File: config.mk
export PLATFORM = sky130hd
export DESIGN_NAME = wbec_ctrl
export DESIGN_NICKNAME = d
export VERILOG_FILES = /design/src/design/wbec_pkg.sv /design/src/design/wbec_ctrl.sv
export SDC_FILE = /design/constraint.sdc
export NUM_CORES = 1
export LEC_CHECK = 0
export BUFFER_PORTS_ARGS = -buffer_cell sky130_fd_sc_hd__buf_2
export CAP_MARGIN = 20
export CELL_PAD_IN_SITES_DETAIL_PLACEMENT = 1
export CELL_PAD_IN_SITES_GLOBAL_PLACEMENT = 2
export CORE_MARGIN = 2
export CORE_UTILIZATION = 22
export DETAILED_ROUTE_END_ITERATION = 7
export GPL_TIMING_DRIVEN = 0
export PLACE_DENSITY_LB_ADDON = 0.15
export RECOVER_POWER = 50
export SETUP_SLACK_MARGIN = 0.5
export SYNTH_ARGS = -nofsm -noshare
export SYNTH_HDL_FRONTEND = slang
export SYNTH_SLANG_ARGS = --single-unit
File: constraint.sdc
create_clock -name i_clk -period 2.5 [get_ports i_clk]
set_clock_uncertainty 0.2 [all_clocks]
set_input_delay 0.5 -clock i_clk [delete_from_list [all_inputs] [get_ports i_clk]]
set_output_delay 0.5 -clock i_clk [all_outputs]
set_load 0.05 [all_outputs]
File: src/design/wbec_pkg.sv
// shared types and constants of the write buffer erase coalescer
`default_nettype none

package wbec_pkg;

    localparam logic [2:0] KIND_INSERT = 3'd0;
    localparam logic [2:0] KIND_LOOKUP = 3'd1;
    localparam logic [2:0] KIND_DUMP   = 3'd2;
    localparam logic [2:0] KIND_APPEND = 3'd3;
    localparam logic [2:0] KIND_SETW   = 3'd4;

    localparam int MAX_RESULTS = 16;
    localparam logic [7:0] MERGE_RESET = 8'd10;

    localparam logic [1:0] OUT_STATUS = 2'd0;
    localparam logic [1:0] OUT_LOOKUP = 2'd1;
    localparam logic [1:0] OUT_DUMP   = 2'd2;

    typedef struct packed {
        logic        is_erase;
        logic [7:0]  start_addr;
        logic [7:0]  end_addr;
        logic [31:0] data;
    } t_entry;

    typedef struct packed {
        logic       latch;
        logic       scan_step;
        logic       clr_idx;
        logic       set_ovf;
        logic       commit_step;
        logic       commit_cnt;
        logic       word_step;
        logic       set_word;
        logic       lookup_rd;
        logic       append;
        logic       idx_inc;
        logic       load_out;
        logic [1:0] out_sel;
    } t_cmd;

    typedef struct packed {
        logic scan_done;
        logic total_over;
        logic commit_done;
        logic words_done;
        logic dump_empty;
        logic dump_last;
    } t_sts;

endpackage

`default_nettype wire

File: src/design/wbec_ctrl.sv
// controller state machine of the write buffer erase coalescer
`default_nettype none

module wbec_ctrl (
    input  wire logic             i_clk,
    input  wire logic             i_rst_n,
    input  wire logic             i_in_valid,
    output logic                  o_in_ready,
    input  wire logic [2:0]       i_kind,
    output logic                  o_out_valid,
    input  wire logic             i_out_ready,
    input  wire wbec_pkg::t_sts   i_sts,
    output wbec_pkg::t_cmd        o_cmd
);

    localparam logic [3:0] ST_IDLE    = 4'd0;
    localparam logic [3:0] ST_SCAN    = 4'd1;
    localparam logic [3:0] ST_COMMIT  = 4'd2;
    localparam logic [3:0] ST_WORDS   = 4'd3;
    localparam logic [3:0] ST_FIN     = 4'd4;
    localparam logic [3:0] ST_LOOK    = 4'd5;
    localparam logic [3:0] ST_LOOKOUT = 4'd6;
    localparam logic [3:0] ST_APPEND  = 4'd7;
    localparam logic [3:0] ST_SETW    = 4'd8;
    localparam logic [3:0] ST_DUMP    = 4'd9;
    localparam logic [3:0] ST_DWAIT   = 4'd10;
    localparam logic [3:0] ST_WAIT    = 4'd11;

    logic [3:0] r_state;
    logic [3:0] n_state;

    assign o_in_ready  = (r_state == ST_IDLE);
    assign o_out_valid = (r_state == ST_WAIT) || (r_state == ST_DWAIT);

    always_comb begin
        n_state = r_state;
        o_cmd   = '0;
        case (r_state)
            ST_IDLE: begin
                if (i_in_valid) begin
                    o_cmd.latch = 1'b1;
                    case (i_kind)
                        wbec_pkg::KIND_INSERT: n_state = ST_SCAN;
                        wbec_pkg::KIND_LOOKUP: n_state = ST_LOOK;
                        wbec_pkg::KIND_DUMP:   n_state = ST_DUMP;
                        wbec_pkg::KIND_APPEND: n_state = ST_APPEND;
                        wbec_pkg::KIND_SETW:   n_state = ST_SETW;
                        default:               n_state = ST_FIN;
                    endcase
                end
            end
            ST_SCAN: begin
                if (i_sts.scan_done) begin
                    o_cmd.clr_idx = 1'b1;
                    if (i_sts.total_over) begin
                        o_cmd.set_ovf = 1'b1;
                        n_state = ST_FIN;
                    end else begin
                        n_state = ST_COMMIT;
                    end
                end else begin
                    o_cmd.scan_step = 1'b1;
                end
            end
            ST_COMMIT: begin
                if (i_sts.commit_done) begin
                    o_cmd.commit_cnt = 1'b1;
                    n_state = ST_WORDS;
                end else begin
                    o_cmd.commit_step = 1'b1;
                end
            end
            ST_WORDS: begin
                if (i_sts.words_done) begin
                    n_state = ST_FIN;
                end else begin
                    o_cmd.word_step = 1'b1;
                end
            end
            ST_FIN: begin
                o_cmd.load_out = 1'b1;
                o_cmd.out_sel  = wbec_pkg::OUT_STATUS;
                n_state = ST_WAIT;
            end
            ST_LOOK: begin
                o_cmd.lookup_rd = 1'b1;
                n_state = ST_LOOKOUT;
            end
            ST_LOOKOUT: begin
                o_cmd.load_out = 1'b1;
                o_cmd.out_sel  = wbec_pkg::OUT_LOOKUP;
                n_state = ST_WAIT;
            end
            ST_APPEND: begin
                o_cmd.append = 1'b1;
                n_state = ST_FIN;
            end
            ST_SETW: begin
                o_cmd.set_word = 1'b1;
                n_state = ST_FIN;
            end
            ST_DUMP: begin
                if (i_sts.dump_empty) begin
                    n_state = ST_FIN;
                end else begin
                    o_cmd.load_out = 1'b1;
                    o_cmd.out_sel  = wbec_pkg::OUT_DUMP;
                    n_state = ST_DWAIT;
                end
            end
            ST_DWAIT: begin
                if (i_out_ready) begin
                    if (i_sts.dump_last) begin
                        n_state = ST_IDLE;
                    end else begin
                        o_cmd.idx_inc = 1'b1;
                        n_state = ST_DUMP;
                    end
                end
            end
            ST_WAIT: begin
                if (i_out_ready) begin
                    n_state = ST_IDLE;
                end
            end
            default: n_state = ST_IDLE;
        endcase
    end

    always_ff @(posedge i_clk) begin
        if (!i_rst_n) begin
            r_state <= ST_IDLE;
        end else begin
            r_state <= n_state;
        end
    end

endmodule

`default_nettype wire

[Word level (Yosys, flattened, before mapping)]
Cells that the tools add are included.
Word-level totals
  bits in read-only memories: 0
  latch bits: 0
  bits in registers: 4
  memory bits (writable): 0
  word-level logic and storage cells: 58
  output and inout bits: 16
  bits of input ports: 13
  memories kept: 0
Operators by class
  $mul: 0
  mux-type cells: 30
  shift operators: 0
  add/subtract/negate cells: 0
  reductions and logical operators: 6
  $lt $le $gt $ge: 0
  equality and inequality tests: 21
  divide/modulo/power cells: 0
  bitwise gates (word level): 0
Operators by type and width (count)
  $pmux W4 S10: 1
  $mux W4: 8
  $pmux W4 S5: 1
  $eq A4 B3 Y1 const B: 4
  $eq A4 B4 Y1 const B: 4
  $mux W1: 14
  $ne A2 B2 Y1 const B: 6
  $mux W3: 3
  $pmux W3 S3: 1
  $eq A4 B2 Y1 const B: 2
  $eq A3 B2 Y1 const B: 2
  $reduce_and A6 Y1: 1
  $eq A4 B1 Y1 const B: 1
  $logic_not A4 Y1: 1
  $mux W2: 2
  $reduce_or A2 Y1: 2
  $eq A3 B1 Y1 const B: 1
  $eq A3 B3 Y1 const B: 1
  $logic_not A3 Y1: 1
  $logic_or A1 B1 Y1: 1

[Longest topological paths before layout]
Gate-level depths: netlist of the first run.
  depth in word-level cells: 4
  mapped depth: 6
  gate-level depth less buffers: 5

[Worst setup path before layout of the first run]
No wires, ideal clock.
  kind: flip-flop to output port
  start point: register r_state[1]
  end point: output o_cmd[13] (netlist name)
  slack: -895 ps
  cell stages (with the launch flop): 4
  path buffers: 1
  arrival: 2695 ps
  required time: 1800 ps
  cells stage by stage: dfxtp_1 buf_6 nor4_1 and2_1
RTL lines
  start, declared: line wbec_ctrl.sv:29  | logic [3:0] r_state;
  start signal, assigned: line wbec_ctrl.sv:134  | r_state <= n_state;
  end, declared: line wbec_ctrl.sv:13  | output wbec_pkg::t_cmd o_cmd

[Worst setup path after layout of the first run]
  start point: register r_state[2]
  end point: output o_out_valid
Between the ends
  longest elaborated chain between the ends: 2
  elaborated cells on any way between the ends: 3
  classes of those cells: 2 x eq/ne; 1 x reduce/logical
Ends and longest elaborated chain
  $eq A4 B4 Y1: line wbec_ctrl.sv:33  | assign o_out_valid = (r_state == ST_WAIT) || (r_state == ST_DWAIT);
  $logic_or A1 B1 Y1 *: line wbec_ctrl.sv:33
  end, declared: line wbec_ctrl.sv:10  | output logic o_out_valid,
Mark *: on every way between the ends. The rest lies on a longest branch, timed or not.

==> run summary, run 1 <==
Status = complete, no violations
Tot Pwr = 1372 uW
Vias = 767
Cts-stage hold buffer count = 0
Layout cell share with drive strength beyond 1 = 63.71%
Worst slew pin tran = 0.5871 ns
CP Class = flip-flop to output port
Syn-to-layout area delta = 127.7%
H-tree Lvls = 1
Pre-antenna DRT Iters = 2
Die Ht = 52.41 um
Overflow after GRT = 0
Die area = 2746 um2
CP Launch Type = flip-flop
Number of synthesized register bits = 4
Post-Syn Nets = 88
Placeable Area = 2212 um2
Distinct cell type count after synthesis = 32
Post-DR wirelength/cell = 16.22 um
Clk slew on worst S/H paths = 0.04 ns
Largest regs = r_state x4
Fin. max-slew vios = 0
VDD IR max = 0.6479 mV
WHS = 0.3109 ns
Filler Cells Inserted = 254
Placed cell areas = 843.3 um2
Post-synth EDFFs = 0
CP Cell Sequence = buf_8 -> buf_4 -> nor2b_1 -> nand2_1 -> inv_2 -> clkbuf_1
RSZ-0062 raised after global routing = yes
Clock Tree Root = clkbuf_4
Critical Path RT = 1.80 ns
Worst hold path type = input pin to flip-flop
Routed wire length = 2466 um
Tmin final = 2.242 ns
Skew-Pair Late Insertion Delay = 0.26 ns
Slew HR = 61.03%
Avg Vias per Cell = 5.046
Die Width = 52.41 um
Cell taking the most area after synthesis = dfxtp_1
CP Data Arrival Time = 1.54 ns
Endpoints failing setup = 0
Starting DRT DRC Count = 3
# rows = 17
Clk buf depth = 2
Non-filler cells, final = 152
Largest net degree at the start of global routing = 11
Max frequency = 0.4461 GHz
Top-count cell post-synth = nor3_1
Reg area = 86.33 um2
Final instance area = 1174 um2
Starting Density = 23.30%
Critical path's slowest cell = clkbuf_1
Top FF cell, synth = dfxtp_1
Initial antenna violation count = 0
CP peak stage delay = 0.45 ns
Detail Route Antenna Nets = 0
Top Ports = 29
Syn Inst Count = 75
CP Capture Type = output port
Synth cell count leaders = 9 x nor3_1, 7 x nand2_1, 7 x nor2_1
Placer Congestion = 0.7461
Largest Register = r_state
CTS buffer count = 3
Ant. Diodes = 0
Ys async rst share = 0%
PortBufs = 28
First-pass GRT wire length = 3684 um
Final HPWL DP = 1570 um
Multi-input logic area = 528.0 um2
Max-cap viol count = 0
Leakage power = 0.0005174 uW
Crit path max-delay family = buffers and inverters
Synth Cell Area = 515.5 um2
Most area-consuming cells after synthesis = dfxtp_1 16%, nor3_1 8.7%, nand2_1 5.1%, nor2_1 5.1%, a21oi_1 4.9%
Max reg flops = 4
Critical Path Fanout Max = 6
Sequential-to-total area share from yosys stat = 15.53%
Pwr dens = 1169 nW/um2
CTS tree = built
Nets@finish = 139
Vias in the first global route = 776
All-Layer GR Usage = 18.79%
Setup TNS = 0 ns
Post-synth top area share = 15.53%
Final worst path period share = 89.66%
Post-Place Cells = 131
Warnings, synthesis = 0
Hold Vio Cnt, Final = 0
Synth Area per Inst = 6.873 um2
Clk sinks = 4
Bufs and invs on worst path = 4
# DRC = 0
final cells by class:
class,count,share of cell area (%)
multi-input combinational,60,44.99
timing repair buffer,46,33.90
sequential,4,7.356
buffer,5,6.610
tap,28,2.985
inverter,6,2.239
clock buffer,3,1.919
through the flow:
step	util [%]	worst slack (ns)
6_report	53.05	0.2584
5_1_grt	53.05	0.1823
4_1_cts	47.00	0.3806
3_5_place_dp	38.12	0.3799
3_3_place_gp	38.12	0.3796
2_1_floorplan	-	0.3038
worst register-to-register path, stage by stage, from the launching register on:
cell and delay (ns):
dfxtp_1 0.36, clkbuf_1 0.17, nand2_1 0.21, o2bb2a_1 0.27, or4b_1 0.56, o32ai_2 0.26
cell families (layout without fill, tap and decap cells):
kind of cell	after synthesis	count (layout)	share of synthesized area (%)
flops	4	4	15.53
buf+inv	11	60	12.13
simple gates	39	39	41.26
compound gates	20	20	29.37
xor+xnor	1	1	1.699
cells in the final DEF (no fill, tap or decap), types with 2 or more instances in the layout:
cell      Yosys  layout
nand2_1       7       6
nand2b_4      0       3
clkbuf_1      1       4
or3b_2        2       2
nor4_4        0       2
o21ai_0       5       5
and2_4        0       2
nor3_4        0       5
buf_4         1      13
a21oi_1       5       5
buf_6         2      10
nor3_1        9       2
nor2_1        7       4
buf_12        0       2
buf_8         0       8
nor2_4        0       2
buf_2         1      12
nor3_2        0       2
inv_1         5       3
clkbuf_4      0       3
nor2b_1       2       2
dfxtp_2       0       2
path summary, 6_finish.rpt:
kind                                  from           to  slack (ns)  cells past startpoint
worst max-delay path            r_state[2]  o_out_valid        0.26                      6
worst min-delay path               i_rst_n   r_state[3]        0.31                      2
worst max register to register  r_state[0]   r_state[0]        0.38                      5
worst min register to register  r_state[0]   r_state[0]        0.55                      3
power breakdown:
part	internal [uW]	leakage [uW]	total, uW	switching, uW
clock	54.4	0.0000138	92.3	37.8
combinational	538	0.000469	1150	614
sequential	95.1	0.0000344	128	32.7
total	688	0.000517	1370	684
metal layers:
layer | up-vias | track usage [%] | wire (um)
met5 | - | 0 | 0
met4 | 0 | 9.829 | 32
met3 | 2 | 2.286 | 84
met2 | 28 | 31.87 | 1352
met1 | 361 | 22.89 | 997
li1 | 376 | - | -
what timing repair did:
action,CTS,global route
pin swaps,5,7
setup buffers,7,11
resized for setup,35,23
setup endpoints to repair,16,18
Note: power is estimated with default switching activity, not from simulation.
==> inputs of run 2 (changes only) <==
==> constraint.sdc (replaced) <==
create_clock -name i_clk -period 2.5 [get_ports i_clk]
set_clock_uncertainty 0.2 [all_clocks]
set_input_delay 0.5 -clock i_clk [delete_from_list [all_inputs] [get_ports i_clk]]
set_output_delay 0.5 -clock i_clk [all_outputs]
set_load 0.1 [all_outputs]
==> run summary, run 2 (synthesis gave the netlist of run 1 again) <==
Placed cell areas = 878.3 um2
Skew-Pair Late Insertion Delay = 0.26 ns
H-tree Lvls = 1
CP Capture Type = output port
Pre-antenna DRT Iters = 4
Fin. max-slew vios = 0
CP peak stage delay = 0.48 ns
Vias = 913
Post-Place Cells = 131
Hold Vio Cnt, Final = 0
Worst R2R Path Depth = 5
Status = complete, no violations
Final HPWL DP = 1565 um
Switch Pwr = 1056 uW
CP Launch Type = flip-flop
Multi-input logic area = 568.0 um2
Clk slew on worst S/H paths = 0.05 ns
Non-filler cells, final = 166
Pwr dens = 1352 nW/um2
Largest regs = r_state x4
# rows = 17
WHS = 0.3220 ns
Proportion of power drawn by the clock network = 5.1%
Combinational share of power = 87.8%
Largest Register = r_state
Critical Path Fanout Max = 5
CTS tree = built
Placeable Area = 2212 um2
Filler Cells Inserted = 228
Initial antenna violation count = 0
Max frequency = 0.4322 GHz
Routed wire length = 3973 um
RR Startpoint = r_state[0]
Slew HR = 64.33%
Worst slew pin tran = 0.5373 ns
CP Cell Sequence = buf_4 -> nand2b_4 -> nor3_4 -> and2_4 -> buf_12
All-Layer GR Usage = 20.88%
Placer Congestion = 0.7272
First-pass GRT wire length = 4071 um
PortBufs = 28
Tmin final = 2.313 ns
Largest net degree at the start of global routing = 11
Top Ports = 29
Setup slack, reg-to-reg = 0.29 ns
Reg area = 88.84 um2
Layout cell share with drive strength beyond 1 = 72.46%
Bufs and invs on worst path = 2
# DRC = 0
Tot Pwr = 1980 uW
Critical path depth = 5
Max-cap viol count = 0
FF-to-FF End = r_state[1]
Commonest non-fill, non-tap cells in the layout = 24 x buf_4, 12 x buf_2, 12 x buf_12
Vias in the first global route = 811
Max reg flops = 4
CP Data Arrival Time = 1.61 ns
RSZ-0062 raised after global routing = yes
Clk buf depth = 2
Starting Density = 23.30%
Nets@finish = 153
Leakage power = 0.0006424 uW
Worst Setup EP = o_cmd[10]
Syn-to-layout area delta = 184.2%
Ant. Diodes = 0
Clock Tree Root = clkbuf_4
CP Class = flip-flop to output port
Starting DRT DRC Count = 19
Critical path's slowest cell = dfxtp_1
Final instance area = 1465 um2
Cts-stage hold buffer count = 0
Die Ht = 52.41 um
Sequential group share of total power = 7.1%
Crit path max-delay family = simple AND/OR/NAND/NOR gates
Most common cell after layout, fill and taps aside = buf_4
Die Width = 52.41 um
Overflow after GRT = 0
Clk sinks = 4
VDD IR max = 1.283 mV
Detail Route Antenna Nets = 0
Crit. Startpoint = r_state[0]
Die area = 2746 um2
Endpoints failing setup = 0
Post-DR wirelength/cell = 23.93 um
CTS buffer count = 3
Final worst path period share = 92.54%
Avg Vias per Cell = 5.500
Int Power = 924.3 uW
Worst hold path type = input pin to flip-flop
Sw Ratio = 53.32%
Critical Path RT = 1.80 ns
[run 2: how the worst min path moves through the flow]
| stage | cells after the start | startpoint | endpoint |
|---|---|---|---|
| global route | 2 | i_rst_n | r_state[3] |
| finish | 2 | i_rst_n | r_state[3] |
| detailed placement | 3 | r_state[1] | r_state[1] |
| global placement | 3 | r_state[1] | r_state[1] |
| CTS | 2 | i_rst_n | r_state[3] |
| floorplan | 3 | r_state[1] | r_state[1] |
[run 2: what timing repair did]
item / CTS / global route
setup endpoints to repair: 16 / 16
resized for setup: 71 / 20
gates cloned: 1 / 0
buffers inserted: 12 / 19
pin swaps: 7 / 10
[run 2: power groups by stage]
stage | Sequential (uW) | Clock (uW) | Combinational, uW
2_1_floorplan | 115 | 0 | 891
3_3_place_gp | 124 | 0 | 1040
3_5_place_dp | 123 | 0 | 1040
4_1_cts | 130 | 81.7 | 1430
5_1_grt | 143 | 105 | 1790
6_report | 140 | 101 | 1740
[run 2: cell type report]
class	count	share of cell area [%]
flip-flops and latches	4	6.063
clock buffers	3	1.537
inverters	6	2.391
plain buffers	5	5.551
well taps	28	2.391
multi-input cells	60	38.77
repair buffers	60	43.30
[run 2: per-layer routing]
layer  track usage [%]  vias up  wire, um
met3             2.000       11       147
met1             25.00      457      1616
met4             7.692        0       110
met5                 0        -         0
li1                  -      400         -
met2             37.92       45      2099
[run 2: through the flow]
step	worst slack, ns	util (%)	setup TNS [ns]
floorplan	-0.2700	-	-0.6501
global placement	0.1848	39.71	0
detailed placement	0.1746	39.71	0
CTS	0.3365	58.20	0
global route	0.1425	66.23	0
finish	0.1865	66.23	0
==> inputs of run 3 (changes only) <==
--- a/config.mk
+++ b/config.mk
@@ -5,12 +5,13 @@
 export SDC_FILE = /design/constraint.sdc
 export NUM_CORES = 1
 export LEC_CHECK = 0
+export ABC_AREA = 1
 export BUFFER_PORTS_ARGS = -buffer_cell sky130_fd_sc_hd__buf_2
 export CAP_MARGIN = 20
 export CELL_PAD_IN_SITES_DETAIL_PLACEMENT = 1
 export CELL_PAD_IN_SITES_GLOBAL_PLACEMENT = 2
 export CORE_MARGIN = 2
-export CORE_UTILIZATION = 22
+export CORE_UTILIZATION = 19
 export DETAILED_ROUTE_END_ITERATION = 7
 export GPL_TIMING_DRIVEN = 0
 export PLACE_DENSITY_LB_ADDON = 0.15
==> run summary, run 3 <==
Status = complete, no violations
Worst min-delay path startpoint = i_rst_n
Ys async rst share = 0%
Top FF cell, synth = dfxtp_1
CP Launch Type = flip-flop
Die Ht = 55.33 um
Vias = 745
Most common cell on crit path = nor2_4
Slew HR = 63.59%
Syn Inst Count = 100
Hold Vio Cnt, Final = 0
Critical Path Fanout Max = 7
Setup TNS = 0 ns
Critical Path RT = 1.80 ns
Post-synth top area share = 18.00%
Pwr dens = 1137 nW/um2
Final worst path period share = 89.22%
CP Class = flip-flop to output port
Clk slew on worst S/H paths = 0.03 ns
CTS buffer count = 3
CP peak stage delay = 0.36 ns
Post-Syn Nets = 113
CP Cell Sequence = nor2_4 -> clkbuf_1 -> nand2_8 -> nor2_4 -> buf_12
Final HPWL DP = 1519 um
CP Capture Type = output port
Largest net degree at the start of global routing = 9
Cell taking the most area after synthesis = nand2_1
Worst R2R Path Depth = 9
Critical path's slowest cell = dfxtp_1
Max-cap viol count = 0
Post-synth EDFFs = 0
Worst slew pin tran = 0.5485 ns
Tmin final = 2.230 ns
Starting DRT DRC Count = 12
Pre-antenna DRT Iters = 4
Clock Tree Root = clkbuf_4
Number of synthesized register bits = 4
Setup slack, reg-to-reg = 0.68 ns
Cts-stage hold buffer count = 0
Clk sinks = 4
Post-DR wirelength/cell = 12.01 um
Commonest non-fill, non-tap cells in the layout = 15 x inv_1, 15 x nand2_1, 13 x nor2_4
Detail Route Antenna Nets = 0
Combinational share of power = 82.7%
Sequential-to-total area share from yosys stat = 16.00%
RR Startpoint = r_state[2]
Placer Congestion = 0.7817
Overflow after GRT = 0
Synth Area per Inst = 5.005 um2
Die area = 3061 um2
# DRC = 0
Final worst slack = 0.2696 ns
Most area-consuming cells after synthesis = nand2_1 18%, inv_1 17%, dfxtp_1 16%, nor2_1 16%, nand3_1 6.0%
Largest regs = r_state x4
Synth cell count leaders = 24 x nand2_1, 22 x inv_1, 21 x nor2_1
Die Width = 55.33 um
Top-count cell post-synth = nand2_1
CP Data Arrival Time = 1.53 ns
Endpoints failing setup = 0
Largest Register = r_state
First-pass GRT wire length = 3015 um
CTS tree = built
Switch Pwr = 764.6 uW
Skew-Pair Late Insertion Delay = 0.24 ns
RSZ-0062 raised after global routing = yes
Leakage power = 0.0005533 uW
Ant. Diodes = 0
FF-to-FF End = r_state[3]
Top Ports = 29
Layout cell share with drive strength beyond 1 = 58.70%
H-tree Lvls = 1
Nets@finish = 153
VDD IR max = 0.5456 mV
Min-Delay Path Depth = 3
PortBufs = 28
Fin. max-slew vios = 0
Clk buf depth = 2
Worst hold path type = input pin to flip-flop
Proportion of power drawn by the clock network = 6.4%
# rows = 18
Synth Cell Area = 500.5 um2
Int Power = 488.2 uW
Avg Vias per Cell = 4.435
Vias in the first global route = 706
Distinct cell type count after synthesis = 13
Warnings, synthesis = 0
Pre-CTS setup slack = 0.3408 ns
Syn-to-layout area delta = 120.3%
Sequential group share of total power = 11.0%
Routed wire length = 2017 um
Starting Density = 20.20%
Max frequency = 0.4483 GHz
Placeable Area = 2477 um2
WHS Endpoint = r_state[2]
Initial antenna violation count = 0
All-Layer GR Usage = 12.17%
Sw Ratio = 61.03%
Max reg flops = 4
-- run 3: layer usage --
| metal | vias to the layer above | track usage [%] | routed length (um) | part of all wire (%) |
|---|---|---|---|---|
| met5 | - | 0 | 0 | 0 |
| met4 | 0 | 4.181 | 40 | 2.0 |
| met3 | 4 | 2.342 | 76 | 3.8 |
| met2 | 22 | 21.43 | 1113 | 55 |
| met1 | 339 | 14.61 | 786 | 39 |
| li1 | 380 | - | - | - |
-- run 3: final cells by class --
cell class	instances	area (um2)
Fill cell	319	1375
Multi-Input combinational cell	73	498.0
Timing Repair Buffer	35	351.6
Inverter	23	103.9
Sequential cell	4	88.84
Tap cell	30	37.54
Clock buffer	3	22.52
-- run 3: worst max-delay path by stage --
stage                endpoint  slack, ns       start  depth (start not counted)
finish              o_cmd[13]       0.27  r_state[2]                          5
global route         o_cmd[5]       0.20  r_state[2]                          4
CTS                  o_cmd[2]       0.41  r_state[3]                          6
detailed placement   o_cmd[2]       0.34  r_state[2]                          5
global placement    o_cmd[10]       0.39  r_state[0]                          5
floorplan           o_cmd[10]       0.30  r_state[0]                          4
-- run 3: repair_timing --
action / 4_1_cts / 5_1_grt
pin swaps: 2 / 7
gates resized for setup: 54 / 38
setup endpoints to repair: 15 / 16
buffers inserted: 1 / 6
-- run 3: cells by family after synthesis --
family	synth area share [%]
AND/OR/NAND/NOR	57.75
buffers and inverters	17.25
AO/OA/AOI/OAI	8.999
flip-flops	16.00
-- run 3: power by group through the flow --
stage	Combinational [uW]	Clock [uW]	Sequential, uW
6_report	1040	80.0	137
5_1_grt	1100	87.6	142
4_1_cts	836	81.2	123
3_5_place_dp	732	0	117
3_3_place_gp	723	0	118
2_1_floorplan	609	0	111
-- run 3: critical path: cells and delay by family, from the launching register on --
kind | cells | cell delay, ns
buffers and inverters | 2 | 0.45
flip-flops | 1 | 0.36
AND/OR/NAND/NOR | 3 | 0.49
-- run 3: metrics by stage --
| stage | total power, uW | instance area, um2 | utilization, % | std cells | hold slack, ns |
|---|---|---|---|---|---|
| 3_5_place_dp | 849.3 | 755.7 | 30.51 | 158 | 0.3541 |
| 2_1_floorplan | 720.6 | 578.1 | - | 100 | 0.2961 |
| 5_1_grt | 1329 | 1102 | 44.49 | 168 | 0.3668 |
| 6_report | 1253 | 1102 | 44.49 | 168 | 0.3419 |
| 3_3_place_gp | 841.2 | 755.7 | 30.51 | 158 | 0.3470 |
| 4_1_cts | 1041 | 950.9 | 38.38 | 162 | 0.3453 |
